[config.mk]
export PLATFORM = sky130hd
export DESIGN_NAME = pd_line_follow_motor_drive_top_flat
export DESIGN_NICKNAME = d
export VERILOG_FILES = /design/src/rtl/pdlf_pkg.sv /design/src/rtl/pdlf_channels.sv /design/src/rtl/pd_line_follow_motor_drive_top.sv /design/src/flat_wrapper.sv
export VERILOG_INCLUDE_DIRS = /design/src /design/src/rtl
export SDC_FILE = /design/constraint.sdc
export NUM_CORES = 1
export LEC_CHECK = 0
export ABC_CLOCK_PERIOD_IN_PS = 11300
export BUFFER_PORTS_ARGS = -buffer_cell sky130_fd_sc_hd__buf_2
export CAP_MARGIN = 10
export CORE_ASPECT_RATIO = 1.4
export CORE_UTILIZATION = 34
export DETAILED_ROUTE_END_ITERATION = 8
export PLACE_DENSITY_LB_ADDON = 0.15
export SLEW_MARGIN = 20
export SYNTH_ARGS = -nofsm -noshare
export SYNTH_HDL_FRONTEND = slang
export SYNTH_SLANG_ARGS = --single-unit
export TNS_END_PERCENT = 10
[constraint.sdc]
create_clock -name clock -period 11.3 [get_ports clock]
set_input_delay 1.695 -clock clock [delete_from_list [all_inputs] [get_ports clock]]
set_output_delay 1.695 -clock clock [all_outputs]
set_load 0.02 [all_outputs]
[src/rtl/pd_line_follow_motor_drive_top_macros.svh]
// Assertion macros for the PD line-follow motor drive.
// Define ASSERT_OFF to compile the checks out.
`ifndef PD_LINE_FOLLOW_MOTOR_DRIVE_TOP_MACROS_SVH
`define PD_LINE_FOLLOW_MOTOR_DRIVE_TOP_MACROS_SVH

`ifndef ASSERT_OFF

// Check on every clock edge, suspended while reset is high.
`define PDLF_ASSERT(label, clk, rst, prop, msg) \
   label: assert property (@(posedge clk) disable iff (rst) (prop)) else $error(msg);

// Check on every clock edge, reset included.
`define PDLF_ASSERT_ALWAYS(label, clk, prop, msg) \
   label: assert property (@(posedge clk) (prop)) else $error(msg);

`else

`define PDLF_ASSERT(label, clk, rst, prop, msg)
`define PDLF_ASSERT_ALWAYS(label, clk, prop, msg)

`endif

`endif

[src/rtl/pdlf_pkg.sv]
package pdlf_pkg;

   // Field sizes
   localparam int SAMPLE_BITS = 12;
   localparam int DUTY_BITS   = 16;
   localparam int PROP_W      = 10;
   localparam int DERIV_W     = 12;
   localparam int THRESH_W    = 12;
   localparam int STEER_W     = 27;

   // Derived arithmetic widths
   localparam int ERR_W   = SAMPLE_BITS + 1;
   localparam int DIFF_W  = SAMPLE_BITS + 2;
   localparam int PPROD_W = PROP_W + 1 + ERR_W;
   localparam int DPROD_W = DERIV_W + 1 + DIFF_W;
   localparam int CORR_W  = ((PPROD_W > DPROD_W) ? PPROD_W : DPROD_W) + 1;
   localparam int SUM_W   = ((DUTY_BITS + 1 > CORR_W) ? DUTY_BITS + 1 : CORR_W) + 1;
   localparam int CMP_W   = (SAMPLE_BITS > THRESH_W) ? SAMPLE_BITS : THRESH_W;

   // Configuration port
   localparam int CSR_IDX_W  = 3;
   localparam int CSR_DATA_W = (DUTY_BITS > DERIV_W) ? DUTY_BITS : DERIV_W;

   typedef enum logic [CSR_IDX_W-1:0] {
      CSR_PROP_GAIN      = 3'd0,
      CSR_DERIV_GAIN     = 3'd1,
      CSR_BASE_SPEED     = 3'd2,
      CSR_MAX_SPEED      = 3'd3,
      CSR_BACK_SPEED     = 3'd4,
      CSR_LINE_THRESHOLD = 3'd5
   } csr_index_type;

   // Reset values
   localparam logic [PROP_W-1:0]    PROP_GAIN_RST  = PROP_W'(70);
   localparam logic [DERIV_W-1:0]   DERIV_GAIN_RST = DERIV_W'(600);
   localparam logic [DUTY_BITS-1:0] BASE_SPEED_RST = DUTY_BITS'(30000);
   localparam logic [DUTY_BITS-1:0] MAX_SPEED_RST  = DUTY_BITS'(50000);
   localparam logic [DUTY_BITS-1:0] BACK_SPEED_RST = DUTY_BITS'(10000);
   localparam logic [THRESH_W-1:0]  THRESHOLD_RST  = THRESH_W'(500);

   typedef logic [SAMPLE_BITS-1:0]   sample_type;
   typedef logic [DUTY_BITS-1:0]     duty_type;
   typedef logic signed [ERR_W-1:0]  err_type;
   typedef logic signed [DIFF_W-1:0] diff_type;
   typedef logic signed [CORR_W-1:0] corr_type;
   typedef logic signed [SUM_W-1:0]  sum_type;
   typedef logic signed [STEER_W-1:0] steer_type;

   localparam corr_type STEER_HI = corr_type'((64'sd1 <<< (STEER_W - 1)) - 64'sd1);
   localparam corr_type STEER_LO = corr_type'(-(64'sd1 <<< (STEER_W - 1)));

   // Saturate the correction to the steer report range
   function automatic steer_type sat_steer(input corr_type corr);
      steer_type res;
      if (corr > STEER_HI) begin
         res = STEER_HI[STEER_W-1:0];
      end else if (corr < STEER_LO) begin
         res = STEER_LO[STEER_W-1:0];
      end else begin
         res = corr[STEER_W-1:0];
      end
      return res;
   endfunction

   // Clamp a wheel sum to 0..limit
   function automatic duty_type clamp_duty(input sum_type value, input duty_type limit);
      duty_type res;
      sum_type  lim_ext;
      lim_ext = sum_type'({1'b0, limit});
      if (value < 0) begin
         res = '0;
      end else if (value > lim_ext) begin
         res = limit;
      end else begin
         res = value[DUTY_BITS-1:0];
      end
      return res;
   endfunction

endpackage

[src/rtl/pdlf_channels.sv]
// Sensor sample pair channel
interface pdlf_req_if;
   logic                 valid;
   logic                 ready;
   pdlf_pkg::sample_type right_sample;
   pdlf_pkg::sample_type left_sample;

   modport source (output valid, output right_sample, output left_sample, input ready);
   modport sink   (input valid, input right_sample, input left_sample, output ready);
endinterface

// Drive result channel
interface pdlf_rsp_if;
   logic                 valid;
   logic                 ready;
   pdlf_pkg::duty_type   left_fwd_duty;
   pdlf_pkg::duty_type   right_fwd_duty;
   pdlf_pkg::duty_type   left_rev_duty;
   pdlf_pkg::duty_type   right_rev_duty;
   pdlf_pkg::steer_type  steer_term;
   logic                 line_lost;

   modport source (output valid, output left_fwd_duty, output right_fwd_duty,
                   output left_rev_duty, output right_rev_duty, output steer_term,
                   output line_lost, input ready);
   modport sink   (input valid, input left_fwd_duty, input right_fwd_duty,
                   input left_rev_duty, input right_rev_duty, input steer_term,
                   input line_lost, output ready);
endinterface

[src/rtl/pd_line_follow_motor_drive_top.sv]
// PD line-follow motor drive.
// req_port carries one word per control tick: a right and a left line
// sensor sample. rsp_port returns one word per request: left/right forward
// and reverse duties, the signed steering correction and a line-lost flag.
// csr_* is a write-only register port (index per csr_index_type); write it
// only while no word is in flight.
// Three register stages (error, gain multiply, sum/clamp output); an
// accepted word passes through all three before rsp_port.valid shows it.
// Throughput: one word per cycle while not stalled; the two gain
// multiplies sit in their own stage, which sets the clock period.
// Each stage holds one word and moves on whenever the stage after it is
// empty or moving, so a stalled receiver backs words up stage by stage;
// req_port.ready drops only while all three stages are full and stalled.
// Reset (synchronous, active high) empties the pipeline, clears the stored
// previous error and loads the default gains, speeds and threshold.
`include "pd_line_follow_motor_drive_top_macros.svh"

module pd_line_follow_motor_drive_top (
   input  logic                                clock,
   input  logic                                reset,
   pdlf_req_if.sink                            req_port,
   pdlf_rsp_if.source                          rsp_port,
   input  logic                                csr_we,
   input  logic [pdlf_pkg::CSR_IDX_W-1:0]      csr_index,
   input  logic [pdlf_pkg::CSR_DATA_W-1:0]     csr_wdata
);

   // Configuration registers
   logic [pdlf_pkg::PROP_W-1:0]   prop_gain_ff;
   logic [pdlf_pkg::DERIV_W-1:0]  deriv_gain_ff;
   pdlf_pkg::duty_type            base_speed_ff;
   pdlf_pkg::duty_type            max_speed_ff;
   pdlf_pkg::duty_type            back_speed_ff;
   logic [pdlf_pkg::THRESH_W-1:0] threshold_ff;

   always_ff @(posedge clock) begin
      if (reset) begin
         prop_gain_ff  <= pdlf_pkg::PROP_GAIN_RST;
         deriv_gain_ff <= pdlf_pkg::DERIV_GAIN_RST;
         base_speed_ff <= pdlf_pkg::BASE_SPEED_RST;
         max_speed_ff  <= pdlf_pkg::MAX_SPEED_RST;
         back_speed_ff <= pdlf_pkg::BACK_SPEED_RST;
         threshold_ff  <= pdlf_pkg::THRESHOLD_RST;
      end else if (csr_we) begin
         case (pdlf_pkg::csr_index_type'(csr_index))
            pdlf_pkg::CSR_PROP_GAIN:      prop_gain_ff  <= csr_wdata[pdlf_pkg::PROP_W-1:0];
            pdlf_pkg::CSR_DERIV_GAIN:     deriv_gain_ff <= csr_wdata[pdlf_pkg::DERIV_W-1:0];
            pdlf_pkg::CSR_BASE_SPEED:     base_speed_ff <= csr_wdata[pdlf_pkg::DUTY_BITS-1:0];
            pdlf_pkg::CSR_MAX_SPEED:      max_speed_ff  <= csr_wdata[pdlf_pkg::DUTY_BITS-1:0];
            pdlf_pkg::CSR_BACK_SPEED:     back_speed_ff <= csr_wdata[pdlf_pkg::DUTY_BITS-1:0];
            pdlf_pkg::CSR_LINE_THRESHOLD: threshold_ff  <= csr_wdata[pdlf_pkg::THRESH_W-1:0];
            default: ;
         endcase
      end
   end

   // Stage handshakes: a stage takes a word when empty or draining
   logic v1_ff, v2_ff, v3_ff;
   logic rdy1, rdy2, rdy3;
   logic req_acc;

   assign rdy3 = !v3_ff || rsp_port.ready;
   assign rdy2 = !v2_ff || rdy3;
   assign rdy1 = !v1_ff || rdy2;
   assign req_port.ready = rdy1;
   assign req_acc = req_port.valid && rdy1;

   always_ff @(posedge clock) begin
      if (reset) begin
         v1_ff <= 1'b0;
         v2_ff <= 1'b0;
         v3_ff <= 1'b0;
      end else begin
         if (rdy1) v1_ff <= req_port.valid;
         if (rdy2) v2_ff <= v1_ff;
         if (rdy3) v3_ff <= v2_ff;
      end
   end

   // Stage 1: error, error delta, line-lost test; previous error update
   pdlf_pkg::err_type  last_error_ff;
   pdlf_pkg::err_type  err_in;
   pdlf_pkg::diff_type diff_in;
   logic               lost_in;
   logic [pdlf_pkg::CMP_W-1:0] right_cmp, left_cmp, thr_cmp;

   assign err_in  = pdlf_pkg::err_type'({1'b0, req_port.right_sample})
                  - pdlf_pkg::err_type'({1'b0, req_port.left_sample});
   assign diff_in = pdlf_pkg::diff_type'(err_in) - pdlf_pkg::diff_type'(last_error_ff);

   assign right_cmp = pdlf_pkg::CMP_W'(req_port.right_sample);
   assign left_cmp  = pdlf_pkg::CMP_W'(req_port.left_sample);
   assign thr_cmp   = pdlf_pkg::CMP_W'(threshold_ff);
   assign lost_in   = (left_cmp < thr_cmp) && (right_cmp < thr_cmp);

   always_ff @(posedge clock) begin
      if (reset) begin
         last_error_ff <= '0;
      end else if (req_acc) begin
         last_error_ff <= err_in;
      end
   end

   pdlf_pkg::err_type  err1_ff;
   pdlf_pkg::diff_type diff1_ff;
   logic               lost1_ff;

   always_ff @(posedge clock) begin
      if (req_acc) begin
         err1_ff  <= err_in;
         diff1_ff <= diff_in;
         lost1_ff <= lost_in;
      end
   end

   // Stage 2: gain multiplies
   logic signed [pdlf_pkg::PPROD_W-1:0] pprod_in, pprod_ff;
   logic signed [pdlf_pkg::DPROD_W-1:0] dprod_in, dprod_ff;
   logic                                lost2_ff;

   assign pprod_in = pdlf_pkg::PPROD_W'($signed({1'b0, prop_gain_ff}))
                   * pdlf_pkg::PPROD_W'(err1_ff);
   assign dprod_in = pdlf_pkg::DPROD_W'($signed({1'b0, deriv_gain_ff}))
                   * pdlf_pkg::DPROD_W'(diff1_ff);

   always_ff @(posedge clock) begin
      if (v1_ff && rdy2) begin
         pprod_ff <= pprod_in;
         dprod_ff <= dprod_in;
         lost2_ff <= lost1_ff;
      end
   end

   // Stage 3: correction sum, wheel clamp, output register
   pdlf_pkg::corr_type corr_in;
   pdlf_pkg::sum_type  base_ext, left_sum, right_sum;
   pdlf_pkg::duty_type lf_in, rf_in, lr_in, rr_in;

   assign corr_in   = pdlf_pkg::corr_type'(pprod_ff) + pdlf_pkg::corr_type'(dprod_ff);
   assign base_ext  = pdlf_pkg::sum_type'({1'b0, base_speed_ff});
   assign left_sum  = base_ext + pdlf_pkg::sum_type'(corr_in);
   assign right_sum = base_ext - pdlf_pkg::sum_type'(corr_in);

   always_comb begin
      if (lost2_ff) begin
         lf_in = '0;
         rf_in = '0;
         lr_in = back_speed_ff;
         rr_in = back_speed_ff;
      end else begin
         lf_in = pdlf_pkg::clamp_duty(left_sum, max_speed_ff);
         rf_in = pdlf_pkg::clamp_duty(right_sum, max_speed_ff);
         lr_in = '0;
         rr_in = '0;
      end
   end

   pdlf_pkg::duty_type  lf_ff, rf_ff, lr_ff, rr_ff;
   pdlf_pkg::steer_type steer_ff;
   logic                lost3_ff;

   always_ff @(posedge clock) begin
      if (v2_ff && rdy3) begin
         lf_ff    <= lf_in;
         rf_ff    <= rf_in;
         lr_ff    <= lr_in;
         rr_ff    <= rr_in;
         steer_ff <= pdlf_pkg::sat_steer(corr_in);
         lost3_ff <= lost2_ff;
      end
   end

   assign rsp_port.valid          = v3_ff;
   assign rsp_port.left_fwd_duty  = lf_ff;
   assign rsp_port.right_fwd_duty = rf_ff;
   assign rsp_port.left_rev_duty  = lr_ff;
   assign rsp_port.right_rev_duty = rr_ff;
   assign rsp_port.steer_term     = steer_ff;
   assign rsp_port.line_lost      = lost3_ff;

   // Checks
   `PDLF_ASSERT(a_lost_no_fwd, clock, reset, (v3_ff && lost3_ff) |-> (lf_ff == '0 && rf_ff == '0 && lr_ff == back_speed_ff && rr_ff == back_speed_ff), "line lost but forward drive active")
   `PDLF_ASSERT(a_track_in_range, clock, reset, (v3_ff && !lost3_ff) |-> (lr_ff == '0 && rr_ff == '0 && lf_ff <= max_speed_ff && rf_ff <= max_speed_ff), "tracking duty out of range")
   `PDLF_ASSERT(a_last_error_upd, clock, reset, req_acc |=> (last_error_ff == $past(err_in) && v1_ff), "previous error not taken from accepted word")
   `PDLF_ASSERT(a_stall_holds, clock, reset, (v3_ff && !rsp_port.ready) |=> (v3_ff && $stable(lf_ff) && $stable(steer_ff)), "stalled result changed")
   `PDLF_ASSERT_ALWAYS(a_reset_empty, clock, $past(reset) |-> (!v1_ff && !v2_ff && !v3_ff), "pipeline not empty after reset")

endmodule
[src/flat_wrapper.sv]
// flat-port wrapper written by rule: the top's interface ports become plain ports
module pd_line_follow_motor_drive_top_flat 
  (clock, reset, csr_we, csr_index, csr_wdata, req_port_valid, req_port_right_sample, req_port_left_sample, req_port_ready, rsp_port_valid, rsp_port_left_fwd_duty, rsp_port_right_fwd_duty, rsp_port_left_rev_duty, rsp_port_right_rev_duty, rsp_port_steer_term, rsp_port_line_lost, rsp_port_ready);
  pdlf_req_if req_port_i ();
  pdlf_rsp_if rsp_port_i ();
  input  logic clock;
  input  logic reset;
  input  logic csr_we;
  input  logic [pdlf_pkg::CSR_IDX_W-1:0] csr_index;
  input  logic [pdlf_pkg::CSR_DATA_W-1:0] csr_wdata;
  input wire logic [$bits(req_port_i.valid)-1:0] req_port_valid;
  input wire logic [$bits(req_port_i.right_sample)-1:0] req_port_right_sample;
  input wire logic [$bits(req_port_i.left_sample)-1:0] req_port_left_sample;
  output wire logic [$bits(req_port_i.ready)-1:0] req_port_ready;
  output wire logic [$bits(rsp_port_i.valid)-1:0] rsp_port_valid;
  output wire logic [$bits(rsp_port_i.left_fwd_duty)-1:0] rsp_port_left_fwd_duty;
  output wire logic [$bits(rsp_port_i.right_fwd_duty)-1:0] rsp_port_right_fwd_duty;
  output wire logic [$bits(rsp_port_i.left_rev_duty)-1:0] rsp_port_left_rev_duty;
  output wire logic [$bits(rsp_port_i.right_rev_duty)-1:0] rsp_port_right_rev_duty;
  output wire logic [$bits(rsp_port_i.steer_term)-1:0] rsp_port_steer_term;
  output wire logic [$bits(rsp_port_i.line_lost)-1:0] rsp_port_line_lost;
  input wire logic [$bits(rsp_port_i.ready)-1:0] rsp_port_ready;
  assign req_port_i.valid = req_port_valid;
  assign req_port_i.right_sample = req_port_right_sample;
  assign req_port_i.left_sample = req_port_left_sample;
  assign req_port_ready = req_port_i.ready;
  assign rsp_port_valid = rsp_port_i.valid;
  assign rsp_port_left_fwd_duty = rsp_port_i.left_fwd_duty;
  assign rsp_port_right_fwd_duty = rsp_port_i.right_fwd_duty;
  assign rsp_port_left_rev_duty = rsp_port_i.left_rev_duty;
  assign rsp_port_right_rev_duty = rsp_port_i.right_rev_duty;
  assign rsp_port_steer_term = rsp_port_i.steer_term;
  assign rsp_port_line_lost = rsp_port_i.line_lost;
  assign rsp_port_i.ready = rsp_port_ready;
  pd_line_follow_motor_drive_top u_core (.clock(clock), .reset(reset), .req_port(req_port_i), .rsp_port(rsp_port_i), .csr_we(csr_we), .csr_index(csr_index), .csr_wdata(csr_wdata));
endmodule
==> results of run 1 <==
[final cells by class]
type | count | area, um2 | area share
sequential | 254 | 6646 | 0.2281
inverter | 434 | 1629 | 0.05591
clock buffer | 36 | 814.5 | 0.02796
multi-input combinational | 2071 | 17750 | 0.6094
tap | 1037 | 1297 | 0.04453
clock inverter | 20 | 210.2 | 0.007215
antenna | 1 | 2.502 | 0.00008589
timing repair buffer | 151 | 780.7 | 0.02680
[registers in the layout, summed over array words and instances, names as in the netlist, 10 cells and up]
register                        count
u_core.last_error_ff               13
u_core.rsp_port.steer_term         27
u_core.err1_ff                     13
u_core.rsp_port.right_rev_duty     16
u_core.base_speed_ff               16
u_core.pprod_ff                    24
u_core.prop_gain_ff                10
u_core.deriv_gain_ff               12
u_core.thr_cmp                     12
u_core.diff1_ff                    14
u_core.back_speed_ff               16
u_core.rsp_port.right_fwd_duty     16
u_core.max_speed_ff                16
u_core.dprod_ff                    27
u_core.rsp_port.left_fwd_duty      16
[path summary, 6_finish.rpt]
check	cells after the start	endpoint
hold / removal	2	u_core.last_error_ff[5]
setup / recovery	24	u_core.rsp_port.right_fwd_duty[10]
hold reg to reg	2	u_core.last_error_ff[5]
setup reg to reg	24	u_core.rsp_port.right_fwd_duty[10]
[stage by stage]
stage	instances	hold slack [ns]	utilization	setup slack, ns	area (um2)
detailed placement	3947	0.4449	0.3655	4.064	28100
finish	4004	0.4556	0.3790	4.053	29140
global route	4003	0.4673	0.3790	3.713	29130
global placement	3947	0.4383	0.3654	4.159	28090
floorplan	2885	0.4003	-	5.177	26560
CTS	4003	0.4541	0.3788	4.041	29120
[cell usage after synthesis, types with 5 or more instances]
library cell / count
nand2b_1: 23
mux2i_1: 18
nor2b_1: 22
and3_1: 14
nand3b_1: 33
o21ai_0: 74
o21ai_1: 5
or3_1: 7
nand4_1: 25
o31ai_1: 16
a211oi_1: 23
a21boi_0: 14
xnor2_1: 70
clkbuf_1: 94
a21o_1: 42
and2_1: 188
nand3_1: 28
o21a_1: 23
buf_2: 11
a211oi_2: 5
a31oi_1: 15
o211ai_1: 9
buf_4: 17
edfxtp_1: 156
xor2_1: 33
o21bai_1: 15
ha_1: 262
dfxtp_1: 98
or2_2: 8
nand2_1: 413
nor3_1: 22
fa_1: 284
a21oi_1: 172
nor2_1: 106
inv_1: 433
maj3_1: 9
[metal layers]
metal | part of all wire | wire [um]
met1 | 0.40 | 31230
met2 | 0.54 | 42360
met3 | 0.029 | 2311
met4 | 0.038 | 2979
met5 | 0 | 0
[cell families (layout without fill, tap and decap cells)]
group | Yosys count | count (layout) | share of synthesized area
other | 0 | 1 | 0
adder cells (fa/ha/maj) | 555 | 555 | 0.3409
AND/OR/NAND/NOR | 922 | 922 | 0.1705
flip-flops | 254 | 254 | 0.2502
XOR/XNOR | 103 | 103 | 0.03396
buffers and inverters | 560 | 641 | 0.08323
multiplexers | 19 | 19 | 0.007207
AO/OA/AOI/OAI | 472 | 472 | 0.1140
[worst reg2reg max path, stage by stage, from the launching register on]
cell	delay (ns)
edfxtp_1	0.33
ha_1	0.21
inv_1	0.07
fa_1	0.39
nand2b_1	0.19
a211oi_2	0.35
o21ai_0	0.15
nand2b_1	0.08
a21oi_1	0.07
xor2_1	0.21
inv_1	0.10
ha_1	0.37
nand2b_1	0.12
a21oi_1	0.10
a2111oi_0	0.59
nor2_1	0.13
xnor2_1	0.55
ha_1	0.40
a22o_1	0.19
o41ai_1	0.50
a21oi_1	0.12
o21ai_0	0.46
o211a_1	0.23
o211a_1	0.81
mux2i_1	0.22
[cells in the final DEF, fill, tap and decap left out, drive strengths merged, types with 11 or more instances in the layout]
cell / n
nand4: 25
o21bai: 16
nand2b: 23
fa: 284
o31ai: 16
ha: 262
xnor2: 70
edfxtp: 156
nand2: 413
dfxtp: 98
a21oi: 175
nor3: 22
a21boi: 15
and3: 14
nor2b: 22
and2: 188
o21a: 23
a21o: 42
inv: 442
mux2i: 18
nand3: 30
nand3b: 33
nor2: 106
o21ai: 80
buf: 151
xor2: 33
or2: 11
clkbuf: 36
a31oi: 16
a211oi: 28
==> results_dict.tcl, run 1 <==
set metrics [dict create \
    slew_viol_final 0 \
    cts_tree "done" \
    synthDistinctLibCells 88 \
    routabilityCongestion 0.9055 \
    met3_usage 0.01610 \
    clkSinkCount 254 \
    synth_warnings 0 \
    r2r_start "u_core.dprod_ff[0]" \
    avgSynthCellArea_um2 9.207 \
    area_growth_pct 9.689 \
    crit_type "reg -> reg" \
    n_fill_cell 7765 \
    initial_core_util 0.3455 \
    setup_violations 0 \
    path_max_fanout 16 \
    cts_root_buffer "clkbuf_16" \
    clk_path_buf_depth 3 \
    grt_use_met2 0.3868 \
    fin_crit_sh 0.6413 \
    cap_viol_max_count 0 \
    cts_resized 0 \
    synth_top_area_share 0.2140 \
    ys_seq_area_frac 0.2502 \
    syn_inst 2885 \
    fmax_mhz 138.0 \
    vias_per_cell 4.988 \
    wl_per_cell_um 19.70 \
    rows 120 \
    final_antenna_net_count 0 \
    crit_slowest_cell "o211a_1" \
    tightest_slew_ns 1.056 \
    synth_edf_count 156 \
    cts_setup_buffers 0 \
    cp-end-kind "flip-flop" \
    first_pass_iters 5 \
    drive_gt1_frac 0.08328 \
    coreArea_um2 76870 \
    cts_max_level 1 \
    rsz0062_at_grt "false" \
    die_h_um 332.7 \
    clk_latency_ns 0.62 \
    clock_skew_ns 0.03378 \
    drc 0 \
    hold_path_class "reg -> reg" \
    post-dp-hpwl_mm 64.48 \
    die_w_um 238.2 \
    grt_pass1_vias 20890 \
    totalWireLength_mm 78.89 \
    final_nets 3536 \
    grt.met1_usage 0.2283 \
    hold_buffers 0 \
    async_reset_ff_frac 0 \
    groute.usage.overall 0.2013 \
    synthesis.area_um2 26560 \
    worstPathArrival_ns 7.57 \
    synthTopCellsByArea "fa_1 21%, edfxtp_1 18%, ha_1 12%, dfxtp_1 7.4%, inv_1 6.1%" \
    r2r_slack_ns 4.05 \
    grt_max_degree 84 \
    max_slew_margin 0.2961 \
    crit_family "compound AO/OA/AOI/OAI gates" \
    num_vias 19970 \
    grt_pass1_wl_mm 122.4 \
    crit_path_start_kind "flip-flop" \
    grt_overflow_total 0 \
    ios 142 \
    max_stage_delay_ns 0.81 \
    setup-tns-final_ns 0 \
    drt_iter0_markers 888 \
    antenna_found_initial 0 \
    portBuffers 141 \
    path_cells "ha_1 > inv_1 > fa_1 > nand2b_1 > a211oi_2 > o21ai_0 > nand2b_1 > a21oi_1 > xor2_1 > inv_1 > ha_1 > nand2b_1 > a21oi_1 > a2111oi_0 > nor2_1 > xnor2_1 > ha_1 > a22o_1 > o41ai_1 > a21oi_1 > o21ai_0 > o211a_1 > o211a_1 > mux2i_1" \
    required_ns 11.62 \
    hold_start "u_core.last_error_ff[5]" \
    path_clk_slew_ns 0.06 \
    fin_crit_ns 7.247 \
    cp-startpoint "u_core.dprod_ff[0]" \
    synth.ff_latch_count 254 \
    hold_violations 0 \
    status "completed" \
    busiest_layer "met2" \
    synth_fp_nets 3479 \
    synth_flop_cell "edfxtp_1" \
    crit_buf_inv 2 \
    synth_area_leader_cell "fa_1" \
    dieArea_um2 79260 \
    cts_buffers 30 \
]
Power of run 1 is left out: the tool's default activity adds up to more than one toggle a clock period on the data nets, which glitch-free logic cannot reach.
==> run 2, diff against run 1 <==
ABC_CLOCK_PERIOD_IN_PS = 6650   (was 11300)
clock period = 6.65 ns   (was 11.3 ns; I/O delays follow)
==> results_dict.tcl, run 2 (synthesis results as in run 1) <==
set metrics [dict create \
    fin_crit_ns 6.252 \
    crit_buf_inv 3 \
    grt_pass1_wl_mm 123.7 \
    crit_type "reg -> reg" \
    routabilityCongestion 0.9028 \
    worstPathArrival_ns 6.60 \
    grt_overflow_total 0 \
    area_growth_pct 10.50 \
    r2r_slack_ns 0.40 \
    cts_tree "done" \
    setup_violations 0 \
    coreArea_um2 76870 \
    max_stage_delay_ns 0.67 \
    setup_slack_ns 0.3982 \
    r2r_end "u_core.dprod_ff[26]" \
    clock_skew_ns 0.01950 \
    num_vias 20010 \
    mostFrequentLayoutCells "433 x inv_1, 413 x nand2_1, 284 x fa_1" \
    drt_iter0_markers 997 \
    crit_family "adder cells" \
    drc 0 \
    tightest_slew_ns 1.091 \
    drive_gt1_frac 0.09170 \
    first_pass_iters 5 \
    grt_pass1_vias 21380 \
    slew_viol_final 0 \
    max_slew_margin 0.2727 \
    cts_max_level 1 \
    setup-tns-final_ns 0 \
    ios 142 \
    hold_violations 0 \
    grt_max_degree 93 \
    cap_viol_max_count 0 \
    die_w_um 238.2 \
    cts_root_buffer "clkbuf_16" \
    cts_buffers 31 \
    post-place-ws_ns 0.2025 \
    post-dp-hpwl_mm 65.50 \
    hold_buffers 0 \
    hold_path_class "reg -> reg" \
    required_ns 7.00 \
    groute.usage.overall 0.2036 \
    final_nets 3568 \
    antenna_found_initial 0 \
    rows 120 \
    cpMostUsedCell "fa_1" \
    clkSinkCount 254 \
    status "completed" \
    cp-end-kind "flip-flop" \
    fmax_mhz 160.0 \
    totalWireLength_mm 79.75 \
    dieArea_um2 79260 \
    path_clk_slew_ns 0.06 \
    path_max_fanout 8 \
    whs_ns 0.4535 \
    portBuffers 141 \
    crit_path_start_kind "flip-flop" \
    fin_crit_sh 0.9401 \
    vias_per_cell 4.957 \
    clk_latency_ns 0.62 \
    r2r_start "u_core.deriv_gain_ff[2]" \
    path_depth 21 \
    mostFrequentLayoutCell "inv_1" \
    crit_slowest_cell "or4b_2" \
    postLayoutCoreUtil 0.3818 \
    cp-startpoint "u_core.deriv_gain_ff[2]" \
    clk_path_buf_depth 3 \
    critical_path.endpoint "u_core.dprod_ff[26]" \
    wl_per_cell_um 19.76 \
    path_cells "nand2_1 > fa_1 > inv_1 > fa_1 > ha_1 > ha_1 > inv_1 > fa_1 > inv_1 > fa_1 > a21o_1 > a21oi_1 > o21bai_1 > a31oi_1 > o2111ai_1 > nand3_1 > o21ai_0 > or4b_2 > a31oi_1 > o21ai_0 > xnor2_1" \
    initial_core_util 0.3455 \
    n_fill_cell 7790 \
    die_h_um 332.7 \
    reg2regPathDepth 21 \
    final_antenna_net_count 0 \
]
## run 2: per-stage QoR
step,instance area (um2),instances
after floorplan,26560,2885
after global placement,28320,3977
after detailed placement,28320,3977
after CTS,29300,4035
after global routing,29350,4036
final,29350,4037
## run 2: layer usage
layer  wire length, um  vias up  track usage
met3              2362      119      0.01668
met1             31720     9894       0.2307
met5                 0        -            0
met2             42460      395       0.3892
met4              3210        0      0.07761
li1                  -     9603            -
## run 2: area by class of cell
class | count | area [um2] | share of cell area
Antenna cell | 1 | 2.502 | 0.00008526
Clock buffer | 42 | 848.3 | 0.02890
Clock inverter | 16 | 135.1 | 0.004604
Inverter | 434 | 1629 | 0.05551
Multi-Input combinational cell | 2071 | 17760 | 0.6052
Sequential cell | 254 | 6648 | 0.2265
Tap cell | 1037 | 1297 | 0.04421
Timing Repair Buffer | 182 | 1026 | 0.03496
## run 2: timing repair
action | in CTS | in global routing
resized for setup | 0 | 8
setup buffers | 0 | 1
setup endpoints to repair | 0 | 33
## run 2: worst reg2reg max path, stage by stage (launching register included)
cell,delay [ns]
dfxtp_1,0.50
nand2_1,0.14
fa_1,0.52
inv_1,0.05
fa_1,0.48
ha_1,0.31
ha_1,0.28
inv_1,0.05
fa_1,0.54
inv_1,0.08
fa_1,0.47
a21o_1,0.20
a21oi_1,0.24
o21bai_1,0.12
a31oi_1,0.26
o2111ai_1,0.23
nand3_1,0.14
o21ai_0,0.14
or4b_2,0.67
a31oi_1,0.28
o21ai_0,0.16
xnor2_1,0.15
## run 2: worst min-delay path by stage
| stage | start | end | slack [ns] | cells past startpoint |
|---|---|---|---|---|
| floorplan | u_core.lost1_ff | u_core.lost2_ff | 0.40 | 0 |
| global placement | u_core.back_speed_ff[11] | u_core.back_speed_ff[11] | 0.44 | 2 |
| detailed placement | u_core.back_speed_ff[12] | u_core.back_speed_ff[12] | 0.44 | 2 |
| CTS | u_core.back_speed_ff[12] | u_core.back_speed_ff[12] | 0.45 | 2 |
| global route | u_core.back_speed_ff[5] | u_core.back_speed_ff[5] | 0.48 | 2 |
| finish | u_core.back_speed_ff[1] | u_core.back_speed_ff[1] | 0.45 | 2 |
Power of run 2 is left out for the same reason.
